<file path="src/rtl/core/b64d_pkg.sv">
// Package for the Base64 stream decoder: widths, character codes, the
// symbol map, the front state enum and the job record passed to the back end.
// No dependencies.
package b64d_pkg;

  localparam int CountW  = 16;
  localparam int LimitW  = 16;
  localparam int BcountW = 16;
  localparam int QDepth  = 4;
  localparam int QPtrW   = $clog2(QDepth);

  localparam logic [LimitW-1:0] LimitReset = {LimitW{1'b1}};

  localparam logic [7:0] CharSpace = 8'h20;
  localparam logic [7:0] CharPad   = 8'h3d;
  localparam logic [7:0] CharPlus  = 8'h2b;
  localparam logic [7:0] CharSlash = 8'h2f;
  localparam logic [5:0] ValLower  = 6'd26;
  localparam logic [5:0] ValDigit  = 6'd52;
  localparam logic [5:0] ValPlus   = 6'd62;
  localparam logic [5:0] ValSlash  = 6'd63;

  localparam logic KindData   = 1'b0;
  localparam logic KindStatus = 1'b1;

  typedef enum logic [1:0] {
    PhDecode = 2'd0,
    PhDone   = 2'd1,
    PhError  = 2'd2
  } phase_e;

  typedef struct packed {
    logic       bad;
    logic       pad;
    logic [5:0] val;
  } sym_t;

  typedef struct packed {
    logic [23:0]        bits;
    logic [1:0]         n_data;
    logic               has_status;
    logic               status;
    logic [BcountW-1:0] count;
  } job_t;

  typedef struct packed {
    logic full;
    logic empty;
  } q_stat_t;

  function automatic sym_t map_symbol(input logic [7:0] c);
    sym_t s;
    s = '{bad: 1'b0, pad: 1'b0, val: 6'd0};
    if (c >= 8'h41 && c <= 8'h5a) begin
      s.val = 6'(c - 8'h41);
    end else if (c >= 8'h61 && c <= 8'h7a) begin
      s.val = 6'(c - 8'h61) + ValLower;
    end else if (c >= 8'h30 && c <= 8'h39) begin
      s.val = 6'(c - 8'h30) + ValDigit;
    end else if (c == CharPlus) begin
      s.val = ValPlus;
    end else if (c == CharSlash) begin
      s.val = ValSlash;
    end else if (c == CharPad) begin
      s.pad = 1'b1;
    end else begin
      s.bad = 1'b1;
    end
    return s;
  endfunction

endpackage

</file>
<file path="src/rtl/core/b64d_if.sv">
// Valid/ready channel interfaces for the Base64 stream decoder: input
// characters, result items and the limit register write channel.
// No dependencies.
interface b64d_in_if;
  logic       valid;
  logic       ready;
  logic [7:0] char_code;
  logic       end_of_input;
  modport source (output valid, char_code, end_of_input, input ready);
  modport sink (input valid, char_code, end_of_input, output ready);
endinterface

interface b64d_out_if;
  logic        valid;
  logic        ready;
  logic        kind;
  logic [7:0]  data_byte;
  logic        status;
  logic [15:0] byte_count;
  logic        run_end;
  modport source (output valid, kind, data_byte, status, byte_count, run_end, input ready);
  modport sink (input valid, kind, data_byte, status, byte_count, run_end, output ready);
endinterface

interface b64d_cfg_if;
  logic        valid;
  logic        ready;
  logic [15:0] data;
  modport source (output valid, data, input ready);
  modport sink (input valid, data, output ready);
endinterface

</file>
<file path="src/rtl/core/base64_stream_decoder.sv">
// Base64 stream decoder top level: front end, job queue and back end.
// Jobs are held in a registered queue between the front and back ends.
// Throughput: one character per cycle while the queue is not full; the
// back end sends one result per cycle while the output is ready.
// Reset: asynchronous, active low; clears the message state and the queue
// and sets the output limit to 65535. Uses b64d_pkg and b64d_if.
module base64_stream_decoder (
  input  logic       clk_i,
  input  logic       rst_ni,
  b64d_in_if.sink    in_i,
  b64d_cfg_if.sink   cfg_i,
  b64d_out_if.source out_o
);
  import b64d_pkg::*;

  logic    push;
  logic    pop;
  job_t    job;
  job_t    head;
  q_stat_t q_stat;

  b64d_front u_front (
    .clk_i    (clk_i),
    .rst_ni   (rst_ni),
    .in_i     (in_i),
    .cfg_i    (cfg_i),
    .q_stat_i (q_stat),
    .push_o   (push),
    .job_o    (job)
  );

  b64d_queue u_queue (
    .clk_i  (clk_i),
    .rst_ni (rst_ni),
    .push_i (push),
    .job_i  (job),
    .pop_i  (pop),
    .head_o (head),
    .stat_o (q_stat)
  );

  b64d_back u_back (
    .clk_i    (clk_i),
    .rst_ni   (rst_ni),
    .head_i   (head),
    .q_stat_i (q_stat),
    .pop_o    (pop),
    .out_o    (out_o)
  );

endmodule

</file>
<file path="src/rtl/core/b64d_front.sv">
// Front end of the Base64 stream decoder: accepts characters, decodes
// groups, applies the output limit and pushes jobs. Uses b64d_pkg and b64d_if.
module b64d_front (
  input  logic                 clk_i,
  input  logic                 rst_ni,
  b64d_in_if.sink              in_i,
  b64d_cfg_if.sink             cfg_i,
  input  b64d_pkg::q_stat_t    q_stat_i,
  output logic                 push_o,
  output b64d_pkg::job_t       job_o
);
  import b64d_pkg::*;

  localparam logic [31:0] CapW = 32'((64'(1) << CountW) - 64'(1));

  logic [LimitW-1:0] limit_q;
  logic [1:0]        fill_q, fill_d;
  logic [23:0]       bits_q, bits_d;
  logic [2:0]        pads_q, pads_d;
  logic [CountW-1:0] bytes_q, bytes_d;
  phase_e            phase_q, phase_d;

  logic        fire;
  logic        last;
  sym_t        sym;
  logic [23:0] bits_new;
  logic [2:0]  pads_new;
  logic [1:0]  nb;
  logic [1:0]  n_emit;
  logic [31:0] lim;
  logic [31:0] room;
  logic        bad_end;

  assign cfg_i.ready = 1'b1;
  assign in_i.ready  = !q_stat_i.full;
  assign fire        = in_i.valid && in_i.ready;
  assign last        = in_i.end_of_input;
  assign sym         = map_symbol(in_i.char_code);
  assign lim         = (32'(limit_q) < CapW) ? 32'(limit_q) : CapW;
  assign room        = (32'(bytes_q) < lim) ? (lim - 32'(bytes_q)) : 32'd0;

  always_comb begin
    pads_new = sym.pad ? pads_q + 3'd1 : pads_q;
    bits_new = {bits_q[17:0], (sym.pad ? 6'd0 : sym.val)};
    unique case (pads_new)
      3'd0:    nb = 2'd3;
      3'd1:    nb = 2'd2;
      3'd2:    nb = 2'd1;
      default: nb = 2'd0;
    endcase
  end

  always_comb begin
    fill_d  = fill_q;
    bits_d  = bits_q;
    pads_d  = pads_q;
    bytes_d = bytes_q;
    phase_d = phase_q;
    n_emit  = 2'd0;
    if (phase_q == PhDecode && in_i.char_code > CharSpace) begin
      if (sym.bad) begin
        phase_d = PhError;
      end else if (fill_q == 2'd3) begin
        n_emit  = (room < 32'(nb)) ? room[1:0] : nb;
        bytes_d = bytes_q + CountW'(n_emit);
        if (pads_new != 3'd0) begin
          phase_d = PhDone;
        end
        fill_d = 2'd0;
        bits_d = 24'd0;
        pads_d = 3'd0;
      end else begin
        fill_d = fill_q + 2'd1;
        bits_d = bits_new;
        pads_d = pads_new;
      end
    end
  end

  assign bad_end = (phase_d != PhDecode && phase_d != PhDone) || fill_d != 2'd0
                   || limit_q == '0;

  always_comb begin
    job_o.bits       = bits_new;
    job_o.n_data     = n_emit;
    job_o.has_status = last;
    job_o.status     = bad_end;
    job_o.count      = BcountW'(bytes_d);
    push_o           = fire && (n_emit != 2'd0 || last);
  end

  always_ff @(posedge clk_i or negedge rst_ni) begin
    if (!rst_ni) begin
      limit_q <= LimitReset;
    end else if (cfg_i.valid) begin
      limit_q <= cfg_i.data;
    end
  end

  always_ff @(posedge clk_i or negedge rst_ni) begin
    if (!rst_ni) begin
      fill_q  <= 2'd0;
      bits_q  <= 24'd0;
      pads_q  <= 3'd0;
      bytes_q <= '0;
      phase_q <= PhDecode;
    end else if (fire) begin
      if (last) begin
        fill_q  <= 2'd0;
        bits_q  <= 24'd0;
        pads_q  <= 3'd0;
        bytes_q <= '0;
        phase_q <= PhDecode;
      end else begin
        fill_q  <= fill_d;
        bits_q  <= bits_d;
        pads_q  <= pads_d;
        bytes_q <= bytes_d;
        phase_q <= phase_d;
      end
    end
  end

endmodule

</file>
<file path="src/rtl/core/b64d_queue.sv">
// Job queue between the front and back ends of the Base64 stream decoder.
// Register array with read and write pointers; uses b64d_pkg.
module b64d_queue (
  input  logic              clk_i,
  input  logic              rst_ni,
  input  logic              push_i,
  input  b64d_pkg::job_t    job_i,
  input  logic              pop_i,
  output b64d_pkg::job_t    head_o,
  output b64d_pkg::q_stat_t stat_o
);
  import b64d_pkg::*;

  job_t             mem_q [QDepth];
  logic [QPtrW-1:0] wr_q, rd_q;
  logic [QPtrW:0]   cnt_q;
  logic             do_push;
  logic             do_pop;

  assign stat_o.full  = cnt_q == (QPtrW+1)'(QDepth);
  assign stat_o.empty = cnt_q == '0;
  assign do_push      = push_i && !stat_o.full;
  assign do_pop       = pop_i && !stat_o.empty;
  assign head_o       = mem_q[rd_q];

  always_ff @(posedge clk_i) begin
    if (do_push) begin
      mem_q[wr_q] <= job_i;
    end
  end

  always_ff @(posedge clk_i or negedge rst_ni) begin
    if (!rst_ni) begin
      wr_q  <= '0;
      rd_q  <= '0;
      cnt_q <= '0;
    end else begin
      if (do_push) begin
        wr_q <= wr_q + QPtrW'(1);
      end
      if (do_pop) begin
        rd_q <= rd_q + QPtrW'(1);
      end
      if (do_push && !do_pop) begin
        cnt_q <= cnt_q + (QPtrW+1)'(1);
      end else if (do_pop && !do_push) begin
        cnt_q <= cnt_q - (QPtrW+1)'(1);
      end
    end
  end

endmodule

</file>
<file path="src/rtl/core/b64d_back.sv">
// Back end of the Base64 stream decoder: turns the job at the queue head
// into data and status results. Uses b64d_pkg and b64d_if.
module b64d_back (
  input  logic              clk_i,
  input  logic              rst_ni,
  input  b64d_pkg::job_t    head_i,
  input  b64d_pkg::q_stat_t q_stat_i,
  output logic              pop_o,
  b64d_out_if.source        out_o
);
  import b64d_pkg::*;

  logic [1:0] idx_q, idx_d;
  logic [2:0] total;
  logic       is_status;
  logic       is_last;
  logic       fire;

  assign total     = 3'(head_i.n_data) + 3'(head_i.has_status);
  assign is_status = idx_q == head_i.n_data;
  assign is_last   = 3'(idx_q) == total - 3'd1;
  assign fire      = out_o.valid && out_o.ready;
  assign pop_o     = fire && is_last;

  always_comb begin
    out_o.valid      = !q_stat_i.empty;
    out_o.kind       = is_status ? KindStatus : KindData;
    out_o.status     = is_status ? head_i.status : 1'b0;
    out_o.byte_count = is_status ? head_i.count : '0;
    out_o.run_end    = is_last;
    unique case (idx_q)
      2'd0:    out_o.data_byte = head_i.bits[23:16];
      2'd1:    out_o.data_byte = head_i.bits[15:8];
      2'd2:    out_o.data_byte = head_i.bits[7:0];
      default: out_o.data_byte = 8'd0;
    endcase
    if (is_status) begin
      out_o.data_byte = 8'd0;
    end
  end

  always_comb begin
    idx_d = idx_q;
    if (fire) begin
      idx_d = is_last ? 2'd0 : idx_q + 2'd1;
    end
  end

  always_ff @(posedge clk_i or negedge rst_ni) begin
    if (!rst_ni) begin
      idx_q <= 2'd0;
    end else begin
      idx_q <= idx_d;
    end
  end

endmodule

</file>
<file path="src/flat_wrapper.sv">
// flat-port wrapper written by rule: the top's interface ports become plain ports
module base64_stream_decoder_flat import b64d_pkg::*;
  (clk_i, rst_ni, in_i_valid, in_i_char_code, in_i_end_of_input, in_i_ready, cfg_i_valid, cfg_i_data, cfg_i_ready, out_o_valid, out_o_kind, out_o_data_byte, out_o_status, out_o_byte_count, out_o_run_end, out_o_ready);
  b64d_in_if in_i_i ();
  b64d_cfg_if cfg_i_i ();
  b64d_out_if out_o_i ();
  input  logic clk_i;
  input  logic rst_ni;
  input wire logic [$bits(in_i_i.valid)-1:0] in_i_valid;
  input wire logic [$bits(in_i_i.char_code)-1:0] in_i_char_code;
  input wire logic [$bits(in_i_i.end_of_input)-1:0] in_i_end_of_input;
  output wire logic [$bits(in_i_i.ready)-1:0] in_i_ready;
  input wire logic [$bits(cfg_i_i.valid)-1:0] cfg_i_valid;
  input wire logic [$bits(cfg_i_i.data)-1:0] cfg_i_data;
  output wire logic [$bits(cfg_i_i.ready)-1:0] cfg_i_ready;
  output wire logic [$bits(out_o_i.valid)-1:0] out_o_valid;
  output wire logic [$bits(out_o_i.kind)-1:0] out_o_kind;
  output wire logic [$bits(out_o_i.data_byte)-1:0] out_o_data_byte;
  output wire logic [$bits(out_o_i.status)-1:0] out_o_status;
  output wire logic [$bits(out_o_i.byte_count)-1:0] out_o_byte_count;
  output wire logic [$bits(out_o_i.run_end)-1:0] out_o_run_end;
  input wire logic [$bits(out_o_i.ready)-1:0] out_o_ready;
  assign in_i_i.valid = in_i_valid;
  assign in_i_i.char_code = in_i_char_code;
  assign in_i_i.end_of_input = in_i_end_of_input;
  assign in_i_ready = in_i_i.ready;
  assign cfg_i_i.valid = cfg_i_valid;
  assign cfg_i_i.data = cfg_i_data;
  assign cfg_i_ready = cfg_i_i.ready;
  assign out_o_valid = out_o_i.valid;
  assign out_o_kind = out_o_i.kind;
  assign out_o_data_byte = out_o_i.data_byte;
  assign out_o_status = out_o_i.status;
  assign out_o_byte_count = out_o_i.byte_count;
  assign out_o_run_end = out_o_i.run_end;
  assign out_o_i.ready = out_o_ready;
  base64_stream_decoder u_core (.clk_i(clk_i), .rst_ni(rst_ni), .in_i(in_i_i), .cfg_i(cfg_i_i), .out_o(out_o_i));
endmodule
</file>
<file path="config.mk">
export PLATFORM = sky130hd
export DESIGN_NAME = base64_stream_decoder_flat
export DESIGN_NICKNAME = d
export VERILOG_FILES = /design/src/rtl/core/b64d_pkg.sv /design/src/rtl/core/b64d_if.sv /design/src/rtl/core/base64_stream_decoder.sv /design/src/rtl/core/b64d_front.sv /design/src/rtl/core/b64d_queue.sv /design/src/rtl/core/b64d_back.sv /design/src/flat_wrapper.sv
export SDC_FILE = /design/constraint.sdc
export NUM_CORES = 1
export LEC_CHECK = 0
export BUFFER_PORTS_ARGS = -buffer_cell sky130_fd_sc_hd__buf_4
export CAP_MARGIN = 20
export CORE_MARGIN = 2
export CORE_UTILIZATION = 45
export DETAILED_ROUTE_END_ITERATION = 7
export PLACE_DENSITY = 0.64
export RECOVER_POWER = 100
export SETUP_SLACK_MARGIN = 0.3
export SLEW_MARGIN = 15
export SYNTH_ARGS = -nofsm -noshare
export SYNTH_HDL_FRONTEND = slang
export SYNTH_HIERARCHICAL = 1
export SYNTH_SLANG_ARGS = --single-unit
</file>
<file path="constraint.sdc">
create_clock -name clk_i -period 5.8 [get_ports clk_i]
set_input_delay 1.16 -clock clk_i [delete_from_list [all_inputs] [get_ports clk_i]]
set_output_delay 1.16 -clock clk_i [all_outputs]
set_load 0.01 [all_outputs]
</file>
==> results by group, run 1 <==
Die
  • Initial core utilization: 45.4%
  • # rows: 60
  • I/O pin count: 60
  • Die height: roughly 170 um
  • Core Area: around 0.027 mm^2
  • Die ar.: between 0.02 and 0.03 mm^2
  • Die width: about 170 um

GRT
  • Number of global-route vias before repair: between 7k and 8k
  • Initial antenna violation count: 0
  • Gr usage total: between 10% and 20%
  • Global route total overflow: 0
  • Largest net degree at the start of global routing: 67
  • First-pass GRT wire length: 40400 um

Placed design
  • Gpl congestion: about 0.85
  • # port buffers: 58
  • Post-DP HPWL: ~17000 um

Worst setup path
  • Setup crit start kind: register
  • CP arrival: approximately 4100 ps
  • CP delay by family, top: buffers and inverters
  • R2R cell count: 16
  • CP peak stage delay: approximately 1400 ps
  • RR Startpoint: u_core/u_front/bytes_q[8]
  • Buf/Inv on CP: 3
  • CP Cell Sequence: clkbuf_1 -> mux4_2 -> inv_1 -> ha_1 -> ha_1 -> xnor2_1 -> nor3_1 -> clkbuf_1
  • CP max stage cell: clkbuf_1
  • Crit path kind: register to primary output
  • CP Data Required Time: ~4600 ps
  • CP max FO: 29
  • Crit path capture type: primary output
  • Reg2Reg Capture Point: u_core/u_queue/mem_q[3][2]
  • Worst R2R Setup Slack: 580 ps

Synthesis
  • Dominant cells by area after synthesis: edfxtp_1, dfrtp_1, mux4_2
  • Synthesis Warnings: 6
  • Syn_nets: 986
  • Async S/R FF share, synth: about 27%
  • Seq/Total Area, Yosys: a little under three fifths
  • Top_reg_cell synth: edfxtp_1
  • Synthesis-stage register bit count: between 200 and 250
  • Synth Cell Area: between 0.01 and 0.015 mm^2
  • Number of synthesized flops with an enable pin: 176
  • Synth top area share: a little over two fifths
  • Cell taking the most area after synthesis: edfxtp_1
  • Cells after Synth: roughly 900
  • Unique cell type count in the Yosys netlist: 95
  • Synthesized area per cell: around 13 um^2

Clock tree
  • Hold_buf cts: 0
  • Total setup buffers inserted after CTS: 0
  • Worst skew pair latency: approximately 520 ps
  • Worst-case clock buffer depth: 3
  • Clock sinks: between 200 and 250
  • Num CTS Buffers: 25
  • CTS resizes: 0
  • CTS tree: done
  • Clock transition at the registers of the reported paths: 60 ps
  • CTS Root Cell: clkbuf_16
  • H-tree levels: 1

Timing
  • Final Max Tran Viols: around 140
  • Clk_skew: between 10 and 15 ps
  • Peak Freq: between 150 and 200 MHz
  • Slew headroom: -165%
  • Final Cycle Share: 90.5%
  • Fin. Hold Viols: 0
  • RSZ-0062 raised after global routing: no
  • Setup_tns: 0 ps
  • Worst Tran Pin Value: approximately 4000 ps
  • Endpoints failing setup: 0
  • Final min period: 5250 ps

Routing
  • DRC violations left: 0
  • Initial DRC count: around 480
  • Final wirelength: 25300 um
  • Vias/cell: around 5.7
  • Detail Route Antenna Nets: 0
  • Via Count: 7436
  • Per-cell routed wire length: around 19 um
  • TritonRoute pass-1 iters: 5

Pwr
  • Worst vdd ir: ~0.21 mV
  • Total power per unit cell area: 407 mW/mm^2
  • Leak: just under 5 nW

Hold path
  • Hold Crit Depth: 1
  • Min-Delay Path Class: register to register
  • Hold endpoint: u_core/u_queue/cnt_q[2]
  • Worst Min Path Start: u_core/u_queue/cnt_q[2]

Finish
  • ANT cells: 0
  • Share of cells above drive strength 1: between 10% and 20%
  • Core Util, Final: between 50% and 60%
  • Area Overhead vs Synth: 11.3%
  • Layout Nets: between 1k and 1.5k

Status
  • Outcome: finished with violations
  • Failing checks: max-capacitance violations, max-slew violations

Run
  • Max Cap Viol: 3
## per-layer routing
| metal | up-vias | wire [um] | track usage, % |
|---|---|---|---|
| li1 | 3527 | - | - |
| met1 | 3683 | 11800 | 26.4 |
| met2 | 203 | 11800 | 29.1 |
| met3 | 23 | 1250 | 2.12 |
| met4 | 0 | 397 | 3.97 |
| met5 | - | 0 | 0 |
## cells in the final DEF, fill, tap and decap left out, types with 9 or more instances in the layout
| cell type | netlist | layout |
|---|---|---|
| a21oi_1 | 34 | 33 |
| and2_0 | 0 | 15 |
| buf_4 | 6 | 48 |
| clkbuf_1 | 30 | 23 |
| clkbuf_16 | 0 | 25 |
| dfrtp_1 | 50 | 49 |
| dfstp_2 | 16 | 16 |
| edfxtp_1 | 176 | 176 |
| ha_1 | 41 | 41 |
| inv_1 | 46 | 46 |
| mux2_2 | 16 | 15 |
| mux4_2 | 38 | 38 |
| nand2_1 | 84 | 85 |
| nand3_1 | 18 | 18 |
| nor2_1 | 27 | 27 |
| nor2b_1 | 9 | 9 |
| nor3_1 | 14 | 15 |
| o21ai_0 | 62 | 63 |
| o31ai_1 | 10 | 10 |
| xnor2_1 | 27 | 27 |
## power by group
group | switching (W) | internal, W | total, W | leakage, nW
Clock | 0.000649 | 0.000920 | 0.00157 | 0.403
Combinational | 0.000928 | 0.000765 | 0.00169 | 1.98
Sequential | 0.000146 | 0.00209 | 0.00224 | 2.47
## per-stage QoR
stage          total power, W  instance area, um^2  worst slack [ps]  hold slack (ps)  cells
6_report              0.00550                13500               552              483   1312
3_5_place_dp          0.00409                12800               273              480   1265
3_3_place_gp          0.00407                12800               430              468   1265
5_1_grt               0.00578                13500               181              500   1312
4_1_cts               0.00566                13700               599              483   1311
2_1_floorplan         0.00351                12100               699              445    912
## kinds of logic after synthesis
family | Yosys count | share of synthesized area, %
other | 1 | 0.0309
XOR/XNOR | 34 | 2.46
AND/OR/NAND/NOR | 229 | 10.1
buffers and inverters | 110 | 4.48
AO/OA/AOI/OAI | 189 | 10.7
multiplexers | 63 | 10.1
adder cells (fa/ha/maj) | 44 | 4.72
flip-flops | 242 | 57.4
## worst max path at each step
stage	end	depth (start not counted)	slack (ps)	start
global placement	u_core/u_queue/cnt_q[2]	19	430	in_i_char_code[2]
floorplan	u_core/u_queue/mem_q[0][12]	19	700	in_i_char_code[2]
global route	u_core/u_queue/mem_q[3][6]	20	180	u_core/u_front/bytes_q[11]
CTS	u_core/u_queue/mem_q[0][6]	20	600	u_core/u_front/bytes_q[8]
detailed placement	u_core/u_queue/mem_q[2][6]	19	270	in_i_char_code[2]
finish	out_o_run_end	8	550	u_core/u_queue/rd_q[1]
## registers in the layout (all words and copies together) (netlist names)
| register | cells |
|---|---|
| u_core/u_front/pads_q | 3 |
| u_core/u_front/limit_q | 16 |
| u_core/u_queue/mem_q | 176 |
| u_core/u_front/bits_q | 18 |
| u_core/u_front/fill_q | 2 |
| u_core/u_queue/rd_q | 2 |
| u_core/u_front/bytes_q | 16 |
| u_core/u_front/phase_q | 2 |
| u_core/u_queue/wr_q | 2 |
| u_core/u_back/idx_q | 2 |
| u_core/u_queue/cnt_q | 3 |
## layout make-up
cell class                 count  area (um^2)
fill                        2285        13200
sequential                   242         6960
multi-input combinational    560         4600
clock buffer                  29          671
timing repair buffer          76          523
tap                          341          427
inverter                      47          176
clock inverter                17          145
## worst register-to-register path, stage by stage, from the launching register on
cell	delay (ps)
dfrtp_1	500
inv_1	130
ha_1	410
nand4_1	140
a211oi_1	220
o21ai_0	180
a21oi_2	280
and2_0	210
ha_1	260
o311a_2	120
a311oi_1	390
nand2_1	210
or3_4	380
o311ai_1	270
nor2b_1	340
and2_2	410
clkbuf_2	430
## cell usage after synthesis (7+ instances only)
cell and count:
a21oi_1 34, a222oi_1 8, and2_1 23, buf_2 15, clkbuf_1 30, dfrtp_1 50, dfstp_2 16, edfxtp_1 176
ha_1 41, inv_1 46, mux2_2 16, mux4_2 38, nand2_1 84, nand3_1 18, nand4_1 8, nor2_1 27
nor2b_1 9, nor3_1 14, o21ai_0 62, o31ai_1 10, or3_1 7, xnor2_1 27, xor2_1 7
(Power assumes the default switching activity.)
==> run 2: changes to the inputs <==
Settings changed: MAX_ROUTING_LAYER set to met4, PLACE_DENSITY 0.64 to not set, PLACE_DENSITY_LB_ADDON set to 0.2.
Clock period 5.8 ns to 4.6 ns, I/O delays scaled along.
==> results by group, run 2 (synthesized netlist as in run 1, its figures left out) <==
Finish
  • Commonest non-fill, non-tap cell in the layout: edfxtp_1 (unchanged)
  • Layout Nets: 1173 (was 1026)
  • Share of cells above drive strength 1: 36.8% (was 19.8%)
  • Largest registers: u_core/u_queue/mem_q x176, u_core/u_front/bits_q x18 (unchanged)
  • Max reg flops: 176 (unchanged)
  • Most frequent cells in the layout: edfxtp_1, buf_4, nand2_1, dfrtp_1, o21ai_0 (was edfxtp_1, nand2_1, o21ai_0, dfrtp_1, buf_4)
  • ANT cells: 0 (unchanged)
  • Core Util, Final: 59.5% (was 50.5%)
  • Biggest register: u_core/u_queue/mem_q (unchanged)
  • Area Overhead vs Synth: 31.1% (was 11.3%)

Status
  • Failing checks: max-capacitance violations, max-slew violations (unchanged)
  • Outcome: finished with violations (unchanged)

Worst setup path
  • Crit path capture type: register (was primary output)
  • CP max FO: 7 (was 29)
  • CP arrival: 4830 ps (was 4090 ps)
  • Setup crit start kind: register (unchanged)
  • CP Data Required Time: 4970 ps (was 4640 ps)
  • Crit path kind: register to register (was register to primary output)

Routing
  • Via Count: 8192 (was 7436)
  • Initial DRC count: 526 (was 476)
  • Per-cell routed wire length: 20.7 um (was 19.3 um)
  • Vias/cell: 5.61 (was 5.67)
  • Detail Route Antenna Nets: 0 (unchanged)
  • Final wirelength: 30300 um (was 25300 um)
  • DRC violations left: 0 (unchanged)
  • TritonRoute pass-1 iters: 5 (unchanged)

Die
  • Initial core utilization: 45.4% (unchanged)
  • Die ar.: 0.0283 mm^2 (unchanged)
  • Die height: 168 um (unchanged)
  • Die width: 168 um (unchanged)
  • I/O pin count: 60 (unchanged)
  • Core Area: 0.0267 mm^2 (unchanged)
  • # rows: 60 (unchanged)

GRT
  • Gr usage total: 22.3% (was 18.0%)
  • Number of global-route vias before repair: 8217 (was 7341)
  • Initial antenna violation count: 0 (unchanged)
  • First-pass GRT wire length: 47500 um (was 40400 um)
  • Largest net degree at the start of global routing: 67 (unchanged)
  • Global route total overflow: 0 (unchanged)

Clock tree
  • Clock sinks: 242 (unchanged)
  • Num CTS Buffers: 26 (was 25)
  • Worst-case clock buffer depth: 3 (unchanged)
  • Hold_buf cts: 0 (unchanged)
  • CTS Root Cell: clkbuf_16 (unchanged)
  • H-tree levels: 1 (unchanged)
  • Clock transition at the registers of the reported paths: 60 ps (about the same)
  • CTS tree: done (unchanged)
  • Worst skew pair latency: 530 ps (was 520 ps)

Placed design
  • Post-DP HPWL: 18200 um (was 16900 um)
  • # port buffers: 58 (unchanged)
  • Gpl congestion: 0.900 (was 0.845)
  • Worst slack, placed: -125 ps (was 273 ps)

Pwr
  • Leak: 6.03 nW (was 4.85 nW)
  • Worst vdd ir: 0.323 mV (was 0.210 mV)
  • Total power per unit cell area: 482 mW/mm^2 (was 407 mW/mm^2)

Timing
  • Setup slack after layout: 143 ps (was 552 ps)
  • Slew headroom: -26.4% (was -165%)
  • Worst Tran Pin Value: 1900 ps (was 3980 ps)
  • Endpoints failing setup: 0 (unchanged)
  • Peak Freq: 224 MHz
  • Fin. Hold Viols: 0 (unchanged)
  • Setup_tns: 0 ps (unchanged)
  • Final min period: about 4500 ps
  • Final Max Tran Viols: 67 (was 135)
  • Final Cycle Share: a little over nine tenths
  • RSZ-0062 raised after global routing: yes (was no)
  • Clk_skew: 14.6 ps (was 12.5 ps)

Run
  • Max Cap Viol: 1 (was 3)

Hold path
  • Min-Delay Path Class: register to register (unchanged)
-- run 2: cell count changes in the layout (fill, tap and decap cells not counted), moves of 9 or more --
cell     previous run  this run
o21ai_1             2        15
buf_12              3        16
buf_6               0        19
ha_4                0         9
xnor2_1            27        14
buf_16              0        16
o21ai_0            63        46
buf_4              48       139
ha_1               41        29
-- run 2: metal layers --
metal	track usage, %	part of all wire (%)
met5	-	0
met4	4.31	1.7
met3	2.12	4.3
met2	35.8	48
met1	31.7	46
-- run 2: layout make-up --
class | instances | area, um^2
Clock buffer | 29 | 693
Clock inverter | 19 | 211
Fill cell | 2098 | 10800
Inverter | 47 | 179
Multi-Input combinational cell | 561 | 5200
Sequential cell | 242 | 6960
Tap cell | 341 | 427
Timing Repair Buffer | 221 | 2230
-- run 2: final timing paths --
| path | to | slack [ps] | cells past startpoint | from |
|---|---|---|---|---|
| worst max register to register | u_core/u_front/bytes_q[4] | 140 | 21 | u_core/u_front/limit_q[0] |
| max in group asynchronous | u_core/u_queue/rd_q[0] | 2430 | 1 | rst_ni |
| worst min register to register | u_core/u_queue/cnt_q[2] | 500 | 1 | u_core/u_queue/cnt_q[2] |
| worst max-delay path | u_core/u_front/bytes_q[4] | 140 | 21 | u_core/u_front/limit_q[0] |
| worst min-delay path | u_core/u_queue/cnt_q[2] | 500 | 1 | u_core/u_queue/cnt_q[2] |
| min in group asynchronous | u_core/u_front/bytes_q[6] | 910 | 1 | rst_ni |
-- run 2: through the flow --
step           cell area (um^2)  std cells  power [W]  hold WS [ps]
4_1_cts                   15800       1453    0.00777           488
6_report                  15900       1460    0.00766           496
3_3_place_gp              13500       1340    0.00525           483
2_1_floorplan             12200        912    0.00445           442
3_5_place_dp              13500       1340    0.00527           474
5_1_grt                   15900       1460    0.00803           513
-- run 2: repair_timing --
action	4_1_cts	5_1_grt
gates cloned	18	1
setup buffers	47	6
resized for setup	99	34
setup endpoints to repair	250	254
pin swaps	30	23
-- run 2: worst max-delay path, cell delays in order (launching register included) --
cell and delay (ps):
dfstp_1 530, inv_2 70, ha_4 160, fa_2 330, nand2b_4 170, o31a_1 290
nor3_2 150, o2111ai_2 150, a2111oi_2 280, nand4_1 200, or3_4 420, a21oi_2 130
ha_2 200, inv_2 40, fa_2 370, nor2_4 110, buf_12 120, buf_4 110
buf_6 110, a31oi_1 80, o21ai_1 190, o31ai_1 110
-- run 2: power breakdown --
part | internal [W] | total, W | switching (W)
Sequential | 0.00263 | 0.00283 | 0.000191
Clock | 0.00132 | 0.00218 | 0.000868
Combinational | 0.00130 | 0.00265 | 0.00135
Total | 0.00525 | 0.00766 | 0.00241
